==> src/sv/mspg_pkg.sv <==
package mspg_pkg;

    // parameter defaults
    localparam int DEF_FULL_STEPS   = 255;
    localparam int DEF_NUM_CHANNELS = 2;

    // field widths
    localparam int MODE_W     = 2;
    localparam int POS_W      = 8;
    localparam int ANG_W      = 8;
    localparam int CENTRE_W   = 8;
    localparam int MASK_W     = 2;
    localparam int TICS_W     = 16;
    localparam int CFG_IDX_W  = 3;
    localparam int CFG_DATA_W = 16;

    // degrees covered by the full position range
    localparam int ANGLE_SPAN = 180;

    // register reset values
    localparam logic [TICS_W-1:0]   RST_PERIOD  = 16'd1250;
    localparam logic [MASK_W-1:0]   RST_REVERSE = 2'd0;
    localparam logic [TICS_W-1:0]   RST_MIN     = 16'd59;
    localparam logic [TICS_W-1:0]   RST_MAX     = 16'd128;
    localparam logic [CENTRE_W-1:0] RST_CENTRE  = 8'd127;

    typedef enum logic [MODE_W-1:0] {
        MODE_POSITION = 2'd0,
        MODE_ANGLE    = 2'd1,
        MODE_TICK     = 2'd2,
        MODE_NOP      = 2'd3
    } t_mode;

    typedef enum logic [CFG_IDX_W-1:0] {
        CFG_PERIOD  = 3'd0,
        CFG_REVERSE = 3'd1,
        CFG_MIN0    = 3'd2,
        CFG_MAX0    = 3'd3,
        CFG_CENTRE0 = 3'd4,
        CFG_MIN1    = 3'd5,
        CFG_MAX1    = 3'd6,
        CFG_CENTRE1 = 3'd7
    } t_cfg_idx;

    // control that travels with an item down the pipeline
    typedef struct packed {
        t_mode mode;
        logic  ch;
    } t_ctl;

endpackage

==> src/sv/multichannel_servo_pulse_generator.sv <==
// Two-channel RC servo pulse sequencer.
// Input channel (i_valid / o_stall): one item per transfer. Mode 0 sets a
// channel position, mode 1 sets it as an angle, mode 2 is a compare tick,
// mode 3 does nothing. Every item gives exactly one result.
// Output channel (o_valid / i_stall): pin mask, interval to the next compare
// (ticks only) and stored duty (set items only).
// Configuration: i_cfg_wr_en writes i_cfg_data into register i_cfg_index at
// the clock edge; write only while no item is in flight.
// An item passes through pipeline registers r0 to r7 and the output register. The
// path is an 8 stage pipeline whose depth is set by the chain of constant
// reciprocal multiplies (angle scaling, then the split divide by full steps).
// Throughput: one item per cycle while the receiver does not stall.
// When the receiver stalls with a result waiting, the whole pipeline holds
// and o_stall follows i_stall; items in flight are kept, none are lost.
// Reset (synchronous, active low) empties the pipeline, loads register
// defaults and clears slot, elapsed count, pulse widths and pins; o_stall is
// high during reset.
module multichannel_servo_pulse_generator
    import mspg_pkg::*;
#(
    parameter int FULL_STEPS   = DEF_FULL_STEPS,
    parameter int NUM_CHANNELS = DEF_NUM_CHANNELS
) (
    input  logic                  i_clk,
    input  logic                  i_rst_n,
    input  logic                  i_cfg_wr_en,
    input  logic [CFG_IDX_W-1:0]  i_cfg_index,
    input  logic [CFG_DATA_W-1:0] i_cfg_data,
    input  logic                  i_valid,
    output logic                  o_stall,
    input  logic [MODE_W-1:0]     i_mode,
    input  logic                  i_channel,
    input  logic [POS_W-1:0]      i_position,
    input  logic [ANG_W-1:0]      i_angle_deg,
    output logic                  o_valid,
    input  logic                  i_stall,
    output logic [MASK_W-1:0]     o_pin_mask,
    output logic [TICS_W-1:0]     o_next_interval,
    output logic [TICS_W-1:0]     o_duty_value
);

    // widths and reciprocal constants derived from the step count
    localparam int SW       = $clog2(FULL_STEPS + 1);
    localparam int LS       = $clog2(FULL_STEPS);
    localparam int HALF     = FULL_STEPS / 2;
    localparam int APW      = ANG_W + SW;
    localparam int ANG_L    = $clog2(ANGLE_SPAN);
    localparam longint M180_L =
        ((longint'(1) << (APW + ANG_L)) + ANGLE_SPAN - 1) / ANGLE_SPAN;
    localparam int M180W    = $clog2(M180_L + 1);
    localparam int AFW      = APW + M180W;
    localparam int POSA_W   = $clog2((((1 << ANG_W) - 1) * FULL_STEPS) / ANGLE_SPAN + 1);
    localparam int PSW      = (POSA_W > POS_W) ? POSA_W : POS_W;
    localparam longint MA_L =
        ((longint'(1) << (TICS_W + LS)) + FULL_STEPS - 1) / FULL_STEPS;
    localparam int MAW      = $clog2(MA_L + 1);
    localparam int QPW      = TICS_W + MAW;
    localparam int QAW      = $clog2(((1 << TICS_W) - 1) / FULL_STEPS + 1);
    localparam int RAW      = LS;
    localparam int BW       = TICS_W + 1;
    localparam int TW       = RAW + BW;
    localparam longint MR_L =
        ((longint'(1) << (TW + LS)) + FULL_STEPS - 1) / FULL_STEPS;
    localparam int MRW      = $clog2(MR_L + 1);
    localparam int RPW      = TW + MRW;
    localparam int CNW      = TICS_W + 6;
    localparam int NSTG     = 8;

    localparam logic [SW-1:0]           STEPS     = SW'(FULL_STEPS);
    localparam logic [TICS_W-1:0]       HALF_T    = TICS_W'(HALF);
    localparam logic [M180W-1:0]        M180      = M180W'(M180_L);
    localparam logic [MAW-1:0]          MA        = MAW'(MA_L);
    localparam logic [MRW-1:0]          MR        = MRW'(MR_L);
    localparam logic [2:0]              NC3       = 3'(NUM_CHANNELS);
    localparam logic signed [CNW-1:0]   EIGHT_S   = CNW'(8 * FULL_STEPS);
    localparam logic signed [CNW-1:0]   DIV_BIAS  = CNW'(15);
    localparam logic signed [CNW-1:0]   ZERO_S    = CNW'(0);

    // configuration registers
    logic [TICS_W-1:0]   r_period;
    logic [MASK_W-1:0]   r_rev;
    logic [TICS_W-1:0]   r_min [0:1];
    logic [TICS_W-1:0]   r_max [0:1];
    logic [CENTRE_W-1:0] r_mid [0:1];
    logic [TICS_W-1:0]   r_centre [0:1];

    // block state
    logic [1:0]          r_slot;
    logic [TICS_W-1:0]   r_elapsed;
    logic [TICS_W-1:0]   r_pw [0:1];
    logic [MASK_W-1:0]   r_pins;

    // pipeline control
    logic                r_vld [0:NSTG-1];
    t_ctl                r_ctl [0:NSTG-1];
    logic                en;

    // pipeline payload
    logic [POS_W-1:0]    r0_position;
    logic [ANG_W-1:0]    r0_angle;
    logic [POS_W-1:0]    r1_position;
    logic [APW-1:0]      r1_ang_prod;
    logic [PSW-1:0]      r2_pos;
    logic [TICS_W-1:0]   r3_a, r4_a;
    logic [TICS_W-1:0]   r3_base, r4_base, r5_base, r6_base, r7_base;
    logic                r3_neg, r4_neg, r5_neg, r6_neg, r7_neg;
    logic [BW-1:0]       r3_bmag, r4_bmag, r5_bmag;
    logic [QAW-1:0]      r4_qa;
    logic [RAW-1:0]      r5_ra;
    logic [TICS_W-1:0]   r5_p1, r6_p1;
    logic [TW-1:0]       r6_t;
    logic [TICS_W-1:0]   r7_q;

    // output register
    logic                r_out_vld;
    logic [MASK_W-1:0]   r_pin_mask;
    logic [TICS_W-1:0]   r_interval;
    logic [TICS_W-1:0]   r_duty;

    // stage logic
    logic [APW-1:0]          ang_prod;
    logic [AFW-1:0]          ang_full;
    logic [PSW-1:0]          pos_ang;
    logic [PSW-1:0]          n_pos;
    logic signed [CNW-1:0]   cen_num [0:1];
    logic signed [CNW-1:0]   cen_div [0:1];
    logic [TICS_W-1:0]       n_centre [0:1];
    logic [TICS_W-1:0]       s3_lo, s3_hi, s3_c, p16, n_a, n_base;
    logic                    s3_rev, lo_half;
    logic [BW-1:0]           diff, mag;
    logic [QPW-1:0]          qa_full;
    logic [TICS_W-1:0]       qa_s;
    logic [RPW-1:0]          q2_full;
    logic [TICS_W-1:0]       q2;
    logic [TICS_W-1:0]       w_raw, w_lo, w_clamp, s8_min, s8_max;
    logic                    ch_ok;
    logic [2:0]              s_cur, s_nxt;
    logic [TICS_W-1:0]       gap, el_sum;
    logic [1:0]              n_slot;
    logic [TICS_W-1:0]       n_elapsed, n_interval, n_duty;
    logic [MASK_W-1:0]       n_pins;

    // whole pipeline moves when the output register is free or being taken
    assign en      = !r_out_vld || !i_stall;
    assign o_stall = !en || !i_rst_n;

    // configuration writes
    always_ff @(posedge i_clk) begin
        if (!i_rst_n) begin
            r_period <= RST_PERIOD;
            r_rev    <= RST_REVERSE;
            r_min[0] <= RST_MIN;
            r_max[0] <= RST_MAX;
            r_mid[0] <= RST_CENTRE;
            r_min[1] <= RST_MIN;
            r_max[1] <= RST_MAX;
            r_mid[1] <= RST_CENTRE;
        end else if (i_cfg_wr_en) begin
            unique case (t_cfg_idx'(i_cfg_index))
                CFG_PERIOD:  r_period <= i_cfg_data;
                CFG_REVERSE: r_rev    <= i_cfg_data[MASK_W-1:0];
                CFG_MIN0:    r_min[0] <= i_cfg_data;
                CFG_MAX0:    r_max[0] <= i_cfg_data;
                CFG_CENTRE0: r_mid[0] <= i_cfg_data[CENTRE_W-1:0];
                CFG_MIN1:    r_min[1] <= i_cfg_data;
                CFG_MAX1:    r_max[1] <= i_cfg_data;
                CFG_CENTRE1: r_mid[1] <= i_cfg_data[CENTRE_W-1:0];
            endcase
        end
    end

    // centre point per channel, signed divide by 16 rounding toward zero
    always_comb begin
        for (int c = 0; c < 2; c++) begin
            cen_num[c] = ((CNW'(signed'({1'b0, r_max[c]}))
                         - CNW'(signed'({1'b0, r_min[c]}))) <<< 3)
                       + (CNW'(signed'({1'b0, r_mid[c]})) <<< 4) - EIGHT_S;
            cen_div[c] = (cen_num[c] + (cen_num[c][CNW-1] ? DIV_BIAS : ZERO_S)) >>> 4;
            n_centre[c] = cen_div[c][TICS_W-1:0] + r_min[c];
        end
    end

    always_ff @(posedge i_clk) begin
        r_centre[0] <= n_centre[0];
        r_centre[1] <= n_centre[1];
    end

    // stage 1: angle times full steps
    assign ang_prod = APW'(r0_angle) * APW'(STEPS);

    // stage 2: divide by the angle span through its reciprocal
    assign ang_full = AFW'(r1_ang_prod) * AFW'(M180);
    assign pos_ang  = PSW'(ang_full >> (APW + ANG_L));
    assign n_pos    = (r_ctl[1].mode == MODE_ANGLE) ? pos_ang : PSW'(r1_position);

    // stage 3: reverse, pick the half and the slope operands
    always_comb begin
        s3_lo   = r_min[r_ctl[2].ch];
        s3_hi   = r_max[r_ctl[2].ch];
        s3_c    = r_centre[r_ctl[2].ch];
        s3_rev  = r_rev[r_ctl[2].ch];
        p16     = s3_rev ? (TICS_W'(STEPS) - TICS_W'(r2_pos)) : TICS_W'(r2_pos);
        lo_half = p16 < HALF_T;
        n_a     = lo_half ? p16 : (p16 - HALF_T);
        n_base  = lo_half ? s3_lo : s3_c;
        diff    = lo_half ? ({1'b0, s3_c} - {1'b0, s3_lo})
                          : ({1'b0, s3_hi} - {1'b0, s3_c});
        mag     = diff[BW-1] ? (BW'(0) - diff) : diff;
    end

    // stage 4: whole steps of the offset
    assign qa_full = QPW'(r3_a) * QPW'(MA);

    // stage 5: remainder and the whole-step share of the product
    assign qa_s = TICS_W'(r4_qa) * TICS_W'(STEPS);

    // stage 7: remainder share of the product divided by full steps
    assign q2_full = RPW'(r6_t) * RPW'(MR);
    assign q2      = TICS_W'(q2_full >> (TW + LS));

    // pipeline valid and control shift
    always_ff @(posedge i_clk) begin
        if (!i_rst_n) begin
            for (int k = 0; k < NSTG; k++) begin
                r_vld[k] <= 1'b0;
            end
        end else if (en) begin
            r_vld[0] <= i_valid;
            for (int k = 1; k < NSTG; k++) begin
                r_vld[k] <= r_vld[k-1];
            end
        end
    end

    // pipeline payload
    always_ff @(posedge i_clk) begin
        if (en) begin
            r_ctl[0]    <= '{mode: t_mode'(i_mode), ch: i_channel};
            for (int k = 1; k < NSTG; k++) begin
                r_ctl[k] <= r_ctl[k-1];
            end
            r0_position <= i_position;
            r0_angle    <= i_angle_deg;
            r1_position <= r0_position;
            r1_ang_prod <= ang_prod;
            r2_pos      <= n_pos;
            r3_a        <= n_a;
            r3_base     <= n_base;
            r3_neg      <= diff[BW-1];
            r3_bmag     <= {mag[TICS_W-1:0], 1'b0};
            r4_a        <= r3_a;
            r4_base     <= r3_base;
            r4_neg      <= r3_neg;
            r4_bmag     <= r3_bmag;
            r4_qa       <= QAW'(qa_full >> (TICS_W + LS));
            r5_base     <= r4_base;
            r5_neg      <= r4_neg;
            r5_bmag     <= r4_bmag;
            r5_ra       <= RAW'(r4_a - qa_s);
            r5_p1       <= TICS_W'(r4_qa) * r4_bmag[TICS_W-1:0];
            r6_base     <= r5_base;
            r6_neg      <= r5_neg;
            r6_p1       <= r5_p1;
            r6_t        <= TW'(r5_ra) * TW'(r5_bmag);
            r7_base     <= r6_base;
            r7_neg      <= r6_neg;
            r7_q        <= r6_p1 + q2;
        end
    end

    // stage 8: clamp the width, run the tick sequencer
    always_comb begin
        s8_min     = r_min[r_ctl[7].ch];
        s8_max     = r_max[r_ctl[7].ch];
        w_raw      = r7_neg ? (r7_base - r7_q) : (r7_base + r7_q);
        w_lo       = (w_raw < s8_min) ? s8_min : w_raw;
        w_clamp    = (w_lo > s8_max) ? s8_max : w_lo;
        ch_ok      = {2'b00, r_ctl[7].ch} < NC3;
        s_cur      = {1'b0, r_slot};
        s_nxt      = s_cur + 3'd1;
        gap        = r_period - r_elapsed;
        el_sum     = r_elapsed;
        n_slot     = r_slot;
        n_elapsed  = r_elapsed;
        n_pins     = r_pins;
        n_interval = '0;
        n_duty     = '0;
        unique case (r_ctl[7].mode)
            MODE_POSITION, MODE_ANGLE: begin
                if (ch_ok) begin
                    n_duty = w_clamp;
                end
            end
            MODE_TICK: begin
                if (s_cur < NC3) begin
                    n_pins[s_cur[0]] = 1'b0;
                end
                if (s_nxt == NC3) begin
                    n_interval = gap;
                end else begin
                    if (s_nxt > NC3) begin
                        s_nxt = '0;
                    end
                    n_pins[s_nxt[0]] = 1'b1;
                    n_interval       = r_pw[s_nxt[0]];
                end
                n_slot    = s_nxt[1:0];
                el_sum    = r_elapsed + n_interval;
                n_elapsed = (el_sum >= r_period) ? '0 : el_sum;
            end
            MODE_NOP: begin
                n_duty = '0;
            end
        endcase
    end

    // state and output valid
    always_ff @(posedge i_clk) begin
        if (!i_rst_n) begin
            r_slot    <= '0;
            r_elapsed <= '0;
            r_pw[0]   <= '0;
            r_pw[1]   <= '0;
            r_pins    <= '0;
            r_out_vld <= 1'b0;
        end else if (en) begin
            r_out_vld <= r_vld[NSTG-1];
            if (r_vld[NSTG-1]) begin
                r_slot    <= n_slot;
                r_elapsed <= n_elapsed;
                r_pins    <= n_pins;
                if ((r_ctl[7].mode == MODE_POSITION || r_ctl[7].mode == MODE_ANGLE)
                    && ch_ok) begin
                    r_pw[r_ctl[7].ch] <= w_clamp;
                end
            end
        end
    end

    // result payload
    always_ff @(posedge i_clk) begin
        if (en && r_vld[NSTG-1]) begin
            r_pin_mask <= n_pins;
            r_interval <= n_interval;
            r_duty     <= n_duty;
        end
    end

    assign o_valid         = r_out_vld;
    assign o_pin_mask      = r_pin_mask;
    assign o_next_interval = r_interval;
    assign o_duty_value    = r_duty;

endmodule

==> config.mk <==
export PLATFORM = sky130hd
export DESIGN_NAME = multichannel_servo_pulse_generator
export DESIGN_NICKNAME = d
export VERILOG_FILES = /design/src/sv/mspg_pkg.sv /design/src/sv/multichannel_servo_pulse_generator.sv
export SDC_FILE = /design/constraint.sdc
export NUM_CORES = 2
export LEC_CHECK = 0
export BUFFER_PORTS_ARGS = -buffer_cell sky130_fd_sc_hd__clkbuf_2
export CAP_MARGIN = 15
export CORE_MARGIN = 2
export CORE_UTILIZATION = 60
export DETAILED_ROUTE_END_ITERATION = 10
export PLACE_DENSITY = 0.8
export SLEW_MARGIN = 20
export SYNTH_ARGS = -nofsm -noshare
export SYNTH_HDL_FRONTEND = slang
export SYNTH_SLANG_ARGS = --single-unit
export TNS_END_PERCENT = 50
==> constraint.sdc <==
create_clock -name i_clk -period 13.7 [get_ports i_clk]
set_input_delay 2.74 -clock i_clk [delete_from_list [all_inputs] [get_ports i_clk]]
set_output_delay 2.74 -clock i_clk [all_outputs]
set_load 0.02 [all_outputs]
**Yosys cells after proc, flatten, opt, wreduce, memory -nomap -nowiden**

Memories as Yosys holds them, arrays and structs flattened.
Cells that the tools add are included.

- Flip-flop bits (word level): 366
- Memory bits (writable): 176
- Input port bits: 43
- Output and inout port bits: 36
- Word-level logic and storage cells: 208
- Memories: 7

- Add/subtract/negate cells: 22
- Multipliers: 7
- $lt $le $gt $ge: 11
- Eq/ne operators: 11
- Multiplexer cells: 79
- Bitwise logic cells: 17
- Reductions and logical operators: 18

Memories:

| name | words | width | read ports | clocked after Yosys merged registers in | write ports | RTL line | RTL |
|---|---|---|---|---|---|---|---|
| r_centre | 2 | 16 | 1 | 0 | 2 | multichannel_servo_pulse_generator.sv:85 | `logic [TICS_W-1:0] r_centre [0:1];` |
| r_max | 2 | 16 | 4 | 0 | 2 | multichannel_servo_pulse_generator.sv:83 | `logic [TICS_W-1:0] r_max [0:1];` |
| r_min | 2 | 16 | 4 | 0 | 2 | multichannel_servo_pulse_generator.sv:82 | `logic [TICS_W-1:0] r_min [0:1];` |
| r_pw | 2 | 16 | 1 | 0 | 2 | multichannel_servo_pulse_generator.sv:90 | `logic [TICS_W-1:0] r_pw [0:1];` |
| r_ctl | 8 | 3 | 8 | 0 | 8 | multichannel_servo_pulse_generator.sv:95 | `t_ctl r_ctl [0:NSTG-1];` |
| r_mid | 2 | 8 | 2 | 0 | 2 | multichannel_servo_pulse_generator.sv:84 | `logic [CENTRE_W-1:0] r_mid [0:1];` |
| 1 more memories | - | - | - | - | - | - |  |

Operator list:

| cell | count |
|---|---|
| 16-bit 2-to-1 mux | 15 |
| 16-bit adder | 5 |
| 16-bit by 16-bit subtractor with 17-bit output | 4 |
| 24-bit by 26-bit multiplier with 48-bit output, second input constant | 1 |
| 1-bit 2-to-1 mux | 48 |
| 21-bit by 12-bit subtractor with 22-bit output, second input constant | 2 |
| 20-bit by 13-bit adder with 21-bit output | 2 |
| 20-bit by 5-bit adder with 20-bit output | 2 |
| 16-bit by 17-bit multiplier with 33-bit output, second input constant | 1 |
| 16-bit by 16-bit multiplier with 32-bit output, second input constant | 1 |
| 16-bit subtractor | 2 |
| 8-bit by 16-bit multiplier with 24-bit output | 1 |
| 8-bit 2-to-1 mux | 3 |
| 17-bit 2-to-1 mux | 1 |
| 16-bit >= comparator | 1 |
| 16-bit > comparator | 1 |
| 16-bit less-than comparator | 1 |
| 16-bit by 7-bit less-than comparator with 1-bit output, second input constant | 1 |
| 8-bit by 8-bit multiplier with 16-bit output, second input constant | 1 |
| 2-bit 2-to-1 mux | 8 |
| 16-bit OR reduction | 1 |
| 1-bit by 16-bit subtractor with 16-bit output, first input constant | 1 |
| 16-bit by 7-bit subtractor with 16-bit output, second input constant | 1 |
| 9-bit by 15-bit multiplier with 15-bit output | 1 |
| other kinds (27) | 60 |

**Longest topological paths before layout**

- Depth after elaboration: 12
- Mapped depth: 38
- Depth with buffers taken out: 37

**Worst setup path after synthesis**

Ideal clock, no wire load.

- Path kind: input port to output port
- From: input i_stall
- To: output o_stall
- Data arrival time: 10,984 ps
- Required time: 10,960 ps
- Setup slack: -24 ps
- Stages: 2
- Buffers on the path: 0
- Cells stage by stage: nand2_1 -> nand2_1

- Longest elaborated chain between the ends: 4

Ends and longest elaborated chain:

| element | RTL line | RTL |
|---|---|---|
| start: declaration | multichannel_servo_pulse_generator.sv:36 | `input logic i_stall,` |
| 1-bit logical NOT | multichannel_servo_pulse_generator.sv:144 | `assign en = !r_out_vld \|\| !i_stall;` |
| 1-bit logical OR | multichannel_servo_pulse_generator.sv:144 |  |
| 1-bit logical NOT | multichannel_servo_pulse_generator.sv:145 | `assign o_stall = !en \|\| !i_rst_n;` |
| 1-bit logical OR | multichannel_servo_pulse_generator.sv:145 |  |
| end: declaration | multichannel_servo_pulse_generator.sv:30 | `output logic o_stall,` |

No other way between the ends.

**Worst setup path in the final report**

- From: register r6_t[17]
- To: register r7_q[14], data pin

- Longest elaborated chain between the ends: 2

Ends and longest elaborated chain:

| element | RTL line | RTL |
|---|---|---|
| start: declaration | multichannel_servo_pulse_generator.sv:111 | `logic [TW-1:0] r6_t;` |
| start signal: assignment | multichannel_servo_pulse_generator.sv:264 | `r6_t <= TW'(r5_ra) * TW'(r5_bmag);` |
| 24-bit by 26-bit multiplier with 48-bit output | multichannel_servo_pulse_generator.sv:218 | `assign q2_full = RPW'(r6_t) * RPW'(MR);` |
| 16-bit adder | multichannel_servo_pulse_generator.sv:267 | `r7_q <= r6_p1 + q2;` |
| end signal: assignment | multichannel_servo_pulse_generator.sv:267 |  |
| end: declaration | multichannel_servo_pulse_generator.sv:112 | `logic [TICS_W-1:0] r7_q;` |

No other way between the ends.
A chain may end at the register's enable or synchronous reset.

==> results.md <==
- Drt pass-1 iters: 5
- Via Count: between 30,000 and 40,000
- Number of hold buffers added after cts: 0
- Top cells by area, synth: edfxtp_1 29%, ha_1 20%, fa_1 13%, inv_1 5.2%, xnor2_1 4.3%
- Area grow syn2layout: 7.335%
- Most used cell, CP: ha_1
- TritonCTS clock tree: built
- Area share of xor/xnor cells in the synthesized design: 0.06025
- Multi-input logic area: 0.02983 mm²
- HPWL after DPL: about 85 mm
- Met1 track demand over resource: 0.3407
- Asr flop ratio synth: 0
- Routed Antenna Nets: 0
- Required @ worst endpoint: around 14,000 ps
- Syn Inst Count: ~4,600
- Initial Util: 0.6086
- WL/cell: around 19 µm
- # port buffers: just under 80
- Endpoints failing setup: 0
- Ratio of cells with drive above 1 in the final layout: 0.06394
- Tmin final: between 8000 and 9000 ps
- Largest buffer count on any clock path: 3
- CTS Buf Count: 58
- Initial antenna violation count: 0
- Routed WL: roughly 110 mm
- Sequential cell area: approximately 0.016 mm²
- Clk_skew: around 28 ps
- Core area: about 0.079 mm²
- CP endpoint kind: flop
- Compound-gate portion of the synthesized area: 0.09654
- Remaining global-route overflow: 0
- Post-synth EDFFs: between 400 and 500
- Via/cell ratio: about 5.7
- Number of global-route vias before repair: around 34,000
- Die Wd: 287.5 µm
- Cell Area, Synth: approximately 0.048 mm²
- Worst Setup Start Kind: flop
- CP Class: flop to flop
- Clock-pin slew on the worst setup and hold paths: ~60 ps
- CTS Root Buffer Type: clkbuf_16
- Largest incremental delay on the critical path: 650 ps
- Worst path slowest cell: a2111oi_0
- Setup bufs post-CTS: 0
- First-pass GRT wire length: 173.6 mm
- Worst slew pin tran: roughly 1100 ps
- Mux cell area share after synthesis: 0.02511
- Clk sinks: 542
- Ports: slightly below 80
- RSZ-0062 raised after global routing: false
- Adder-Cell Fraction of Synth Area: 0.3308
- Routing usage on met3: 0.03685
- Num rows: slightly above 100
- Initial DRC count: roughly 2,300
- Final setup TNS: 0 ps
- DIE HEIGHT: around 290 µm
- Grt met2 use: 0.4620
- Yosys Warn Count: 0
- Cell taking the most area after synthesis: edfxtp_1
- Fill cells: between 6,000 and 7,000
- Status: finished clean
- Max cap viols: 0
- Flops & latches, synth: roughly 540
- CP Data Arrival Time: 8550 ps
- Largest family of logic cells by synthesized area: adder cells
- GRT busiest layer: met2
- Synth Area in Simple Gates: 0.1050
- Drc violations: 0
- Slew Viols, Final: 0
- CP Max Fanout: 5
- Syn_nets: between 5,000 and 6,000
- Distinct cells, synth: between 90 and 100
- Fmax: 0.1226 GHz
- CTS resizes: 0
- Clock latency reported for the late side of the worst-skew pair: about 630 ps
- Max_slew headroom: 0.2519
- Final nets: 5,769
- Synth top area share: 0.2926
- Die area: slightly above 0.08 mm²
- Avg Cell Area, Syn: between 10 and 15 µm²
- Worst min path class: flop to flop
- Top_reg_cell synth: edfxtp_1
- Largest net degree at the start of global routing: ~110
- GRT Util Overall: 0.2652
- GPL Wtd Cong: about 0.94
- Seq/Total Area, Yosys: 0.3225
- Final period util: 0.5956
- Final Hold Viols: 0
- CTS H-Tree Depth: 2
==> final timing paths <==
kind	startpoint	end	slack, ps	cells past startpoint
hold reg to reg	r5_base[0]	r6_base[0]	410	0
setup reg to reg	r6_t[17]	r7_q[14]	5540	32
setup / recovery	r6_t[17]	r7_q[14]	5540	32
hold / removal	r5_base[0]	r6_base[0]	410	0
==> worst max-delay path: cells and delay by family (launching register included) <==
kind / cells / cell delay [ps]
AND/OR/NAND/NOR: 4 / 830
AO/OA/AOI/OAI: 16 / 3490
flip-flops: 1 / 470
buffers and inverters: 2 / 100
XOR/XNOR: 2 / 180
adder cells (fa/ha/maj): 8 / 2850
==> per-layer routing <==
layer,part of all wire,up-vias
met5,0,-
met1,0.42,16060
met2,0.50,853
met4,0.033,0
li1,-,15830
met3,0.056,193
==> cell usage in the layout, fill, tap and decap left out, types with 43 or more instances in the layout <==
| master | count |
|---|---|
| clkbuf_2 | 78 |
| edfxtp_1 | 470 |
| xnor2_1 | 236 |
| nor2b_1 | 66 |
| xor2_1 | 87 |
| and2_1 | 156 |
| a21o_1 | 79 |
| mux2i_1 | 85 |
| o21ai_0 | 134 |
| fa_1 | 315 |
| nor2_1 | 213 |
| o21a_1 | 43 |
| nand2_1 | 296 |
| dfxtp_1 | 72 |
| ha_1 | 768 |
| nand2b_1 | 50 |
| a21oi_1 | 210 |
| clkbuf_16 | 59 |
| inv_1 | 673 |
| nor3_1 | 54 |
==> Yosys cell counts, types with 8 or more instances <==
cell type    n
o31ai_1     18
nand4_1     24
nor2_1     213
a31oi_1     21
clkbuf_1    72
and2_1     156
and3_1      26
o21ai_0    138
nor4_1       8
nor3_1      55
a211o_1     12
nor2b_1     66
dfxtp_1     72
or2_2       16
a31o_2      17
a21o_1      79
o211ai_1    20
xnor2_1    236
a22oi_1     16
mux2_2      32
a211oi_1    22
inv_1      673
o21a_1      43
buf_1       11
or4_1        8
nand2b_1    50
edfxtp_1   470
nand2_1    297
o21bai_1    23
a21boi_0    26
a21oi_1    211
xor2_1      87
ha_1       768
nand3_1     42
fa_1       315
mux2i_1     85
or3_1       16
==> cell families after synthesis <==
kind of cell | Yosys count
and+or+nand+nor | 1015
buffers and inverters | 764
xor gates and xnor gates | 327
DFF | 542
muxes | 117
AOI/OAI and AO/OA | 719
adders and majority gates | 1087
==> final cells by class <==
class | instances | share of cell area
timing repair buffer | 101 | 0.01083
clock inverter | 46 | 0.009425
inverter | 675 | 0.04894
clock buffer | 63 | 0.02881
tap | 1050 | 0.02537
antenna | 1 | 0.00004833
multi-input combinational | 3265 | 0.5762
sequential | 542 | 0.3004
==> state kept, by name (all words and copies together) (netlist names), 24 cells and up <==
register,flops
r_max,32
r_centre,32
r6_t,24
r_ctl,24
r_min,32
r_pw,32
==> metrics by stage <==
step / util / instance area, µm² / worst slack (ps) / hold slack (ps) / instances
after floorplan: - / 48240 / 3491 / 400.3 / 4571
after global placement: 0.6282 / 49790 / 5719 / 400.3 / 5632
after detailed placement: 0.6282 / 49790 / 5513 / 404.5 / 5632
after CTS: 0.6532 / 51770 / 5522 / 415.7 / 5741
after global routing: 0.6532 / 51770 / 4823 / 415.9 / 5742
final: 0.6533 / 51780 / 5541 / 412.6 / 5743
Power is left out: the tool's default activity adds up to more than one toggle a clock period on the data nets, which glitch-free logic cannot reach.
